<file path="config.mk">
export PLATFORM = sky130hd
export DESIGN_NAME = evr_poly_cell
export DESIGN_NICKNAME = d
export VERILOG_FILES = /design/src/sv/euler_xyz_vector_rotator_core_assert.svh /design/src/sv/evr_pkg.sv /design/src/sv/evr_poly_cell.sv
export SDC_FILE = /design/constraint.sdc
export NUM_CORES = 2
export LEC_CHECK = 0
export ABC_AREA = 1
export BUFFER_PORTS_ARGS = -buffer_cell sky130_fd_sc_hd__buf_4
export CORE_MARGIN = 5
export CORE_UTILIZATION = 35
export DETAILED_ROUTE_END_ITERATION = 8
export HOLD_SLACK_MARGIN = 0.1
export SYNTH_ARGS = -nofsm -noshare
export SYNTH_HDL_FRONTEND = slang
export SYNTH_SLANG_ARGS = --single-unit
</file>
<file path="constraint.sdc">
create_clock -name aclk -period 17.9 [get_ports aclk]
set_input_delay 2.685 -clock aclk [delete_from_list [all_inputs] [get_ports aclk]]
set_output_delay 2.685 -clock aclk [all_outputs]
set_load 0.05 [all_outputs]
</file>
<file path="src/sv/euler_xyz_vector_rotator_core_assert.svh">
// Assertion helpers, clocked on aclk, off during reset.
`ifndef EULER_XYZ_VECTOR_ROTATOR_CORE_ASSERT_SVH
`define EULER_XYZ_VECTOR_ROTATOR_CORE_ASSERT_SVH

`define EVR_ASSERT(lbl, prop) \
    lbl: assert property (@(posedge aclk) disable iff (!aresetn) (prop)) \
        else $error("assertion failed");

`define EVR_ASSERT_IMP(lbl, ante, cons) \
    lbl: assert property (@(posedge aclk) disable iff (!aresetn) (ante) |-> (cons)) \
        else $error("assertion failed");

`endif

</file>
<file path="src/sv/evr_pkg.sv">
package evr_pkg;

    localparam int TRIG_FRAC = 30;
    localparam int TRIG_W    = 32;
    localparam int POLY_W    = 31;

    localparam logic [POLY_W-1:0] TRIG_ONE = 31'd1073741824;
    localparam logic [POLY_W-1:0] K_C1  = 31'd1686629713;
    localparam logic [POLY_W-1:0] K_C3  = 31'd693598668;
    localparam logic [POLY_W-1:0] K_C5  = 31'd85569306;
    localparam logic [POLY_W-1:0] K_C7  = 31'd5026992;
    localparam logic [POLY_W-1:0] K_C9  = 31'd172272;
    localparam logic [POLY_W-1:0] K_C11 = 31'd3864;

    localparam int LANES      = 6;
    localparam int POLY_STEPS = 5;

    typedef logic [POLY_W-1:0] poly_t;
    typedef logic signed [TRIG_W-1:0] trig_t;

    typedef struct packed {
        poly_t f;
        poly_t q;
        poly_t p;
        logic  neg;
    } poly_word_t;

endpackage

</file>
<file path="src/sv/evr_poly_cell.sv">
module evr_poly_cell #(
    parameter logic [30:0] K = 31'd0
) (
    input  logic                   aclk,
    input  logic                   ce,
    input  evr_pkg::poly_word_t    d_in,
    output evr_pkg::poly_word_t    d_out
);
    import evr_pkg::*;

    poly_word_t               d_reg;
    poly_word_t               d_next;
    logic [2*POLY_W-1:0]      prod;

    always_comb begin
        prod   = {{POLY_W{1'b0}}, d_in.p} * {{POLY_W{1'b0}}, d_in.q};
        d_next = d_in;
        d_next.p = K - prod[TRIG_FRAC +: POLY_W];
    end

    always_ff @(posedge aclk) begin
        if (ce) begin
            d_reg <= d_next;
        end
    end

    assign d_out = d_reg;

endmodule

</file>
==> flow_summary.ini <==
[die]
dieArea_um2 = 113000
rows = 119
die_h_um = 336
start_util_pct = 35.3
core-area_um2 = 105000
die_x_um = 336
pin_count = 190

[clock_network]
numCtsBuffers = 9
clock-sinks = 94
cts_resized = 0
cts_tree = yes
root_buffer = clkbuf_16
holdBufCountCts = 0
htree_levels = 3
clk_pin_slew_worst_paths_ps = 90
cts.path.max_buffers = 2
cts_setup_buffers = 0

[drt]
vias_per_cell = 4.66
wirelength_um = 106000
drtAntennaViolNets = 0
drc = 0
firstDrtPassIters = 6
drtIter0Drc = 1891
vias = 29200
wl_per_cell_um = 16.9

[logic_synthesis]
avgSynthCellArea_um2 = 7.63
netlist.area_leader.share_pct = 45.0
synthFlopType = edfxtp_1
ys_types = 34
yosys_warnings = 0
synthArstFlopShare_pct = 0
synth_edf_count = 94
synth_area_leaders = fa_1 (45%), nand2_1 (16%), inv_1 (16%), ha_1 (8.3%), edfxtp_1 (7.6%)
synth_fp_nets = 6044
syn_area_um2 = 37100
ys_seq_area_share_pct = 7.60
synth_most_common_cell = nand2_1
yosysTopAreaCell = fa_1
synth_seq_cells = 94
synthTopCellsByCount = nand2_1 (1,571), inv_1 (1,543), fa_1 (835)
synthCells = 4866

[sta]
grt_setup_unrepaired = no
tightest_slew_ps = 1000
clock.fmax_ghz = 0.102
fin_tns_setup_ps = 0
finalCritPeriodShare_pct = 55.0
maxSlewViolCount = 0
slew_headroom_pct = 33.3
final_hold_viol_count = 0
setup_viol = 0
period_minus_slack_ps = 9840

[grt]
grt_max_degree = 60
grt_antenna_before_repair = 2
grt.busiest_layer = met2
use_met3_pct = 3.54
grt_pass1_wl_um = 173000
gr-usage-all-layers_pct = 19.4
use_met1_pct = 27.5
grt_pass1_vias = 31300
overflow = 0
grt_use_met2_pct = 31.6

[setup_path]
end_kind = register
crit_type = in2reg
worst_path_largest_cell_delay_ps = 600
start_kind = primary input
path_max_fanout = 31
crit_slowest_cell = fa_1
cp_common_cell = fa_1
crit_required_ps = 18070
worstPathArrival_ps = 10010

[min_path]
hold_depth = 1
min_path_type = in2reg

[finish]
n_antenna_cell = 0
largest_reg_flops = 94
final-seq-area_um2 = 2820
nNetsFinal = 6059
fillCellCount = 11000
multi_input_area_um2 = 27700
syn2layout_area_growth_pct = 7.48
drive_above_1_share_pct = 5.67

[run_status]
status = finished, final reports clean

[placed_design]
io_buffer_count = 189
post-dp-hpwl_um = 87000
place_congestion = 0.923

[flow_run]
cap_violations = 0
==> metal layers <==
| metal | part of all wire (%) | vias up |
|---|---|---|
| li1 | - | 13500 |
| met1 | 45 | 14700 |
| met2 | 46 | 974 |
| met3 | 7.5 | 127 |
| met4 | 1.7 | 4 |
| met5 | 0.020 | - |
==> worst max-delay path, delay by kind of cell <==
family	cells	cell delay (ps)
AND/OR/NAND/NOR	12	1640
adder cells (fa/ha/maj)	10	4640
XOR/XNOR	1	140
buffers and inverters	8	870
==> through the flow <==
stage          setup slack, ps  hold slack, ps  util (%)  cell area [µm²]  instances
6_report                  8060            2440      37.9            39900       6277
5_1_grt                   7600            2400      37.9            39900       6277
4_1_cts                   8100            2390      37.9            39900       6277
3_5_place_dp              7680            2860      37.6            39600       6261
3_3_place_gp              7710            2860      37.6            39600       6261
2_1_floorplan             8480            2780         -            37100       4866
==> layout make-up <==
| cell class | count | area share [%] |
|---|---|---|
| clock buffer | 9 | 0.564 |
| tap | 1391 | 4.36 |
| inverter | 1568 | 14.8 |
| clock inverter | 7 | 0.210 |
| timing repair buffer | 190 | 3.58 |
| sequential | 94 | 7.07 |
| multi-input combinational | 3018 | 69.5 |
==> cell families after synthesis <==
| kind of cell | synth area share (%) |
|---|---|
| buffers and inverters | 17.7 |
| XOR/XNOR | 0.566 |
| AO/OA/AOI/OAI | 0.880 |
| adder cells (fa/ha/maj) | 53.4 |
| flip-flops | 7.60 |
| AND/OR/NAND/NOR | 19.9 |
==> worst paths after layout <==
| path | end | from | slack [ps] |
|---|---|---|---|
| worst min-delay path | d_out[82]$_DFFE_PP_ | d_in[82] | 2440 |
| worst max-delay path | d_out[23]$_DFFE_PP_ | d_in[8] | 8060 |
==> layout by cell type (no fill, tap or decap), types with 11 or more instances in the layout <==
cell | netlist | routed
nor2_1 | 115 | 115
xor2_1 | 13 | 13
a21oi_1 | 40 | 40
nand3_1 | 79 | 79
xnor2_1 | 11 | 11
inv_2 | 18 | 18
nand2_1 | 1571 | 1571
ha_1 | 247 | 247
nand2_2 | 11 | 11
inv_1 | 1543 | 1543
nor2_2 | 24 | 24
buf_4 | 0 | 190
edfxtp_1 | 94 | 94
fa_1 | 835 | 835
nand4_1 | 14 | 14
Power is left out: the tool's default activity adds up to more than one toggle a clock period on the data nets, which glitch-free logic cannot reach.
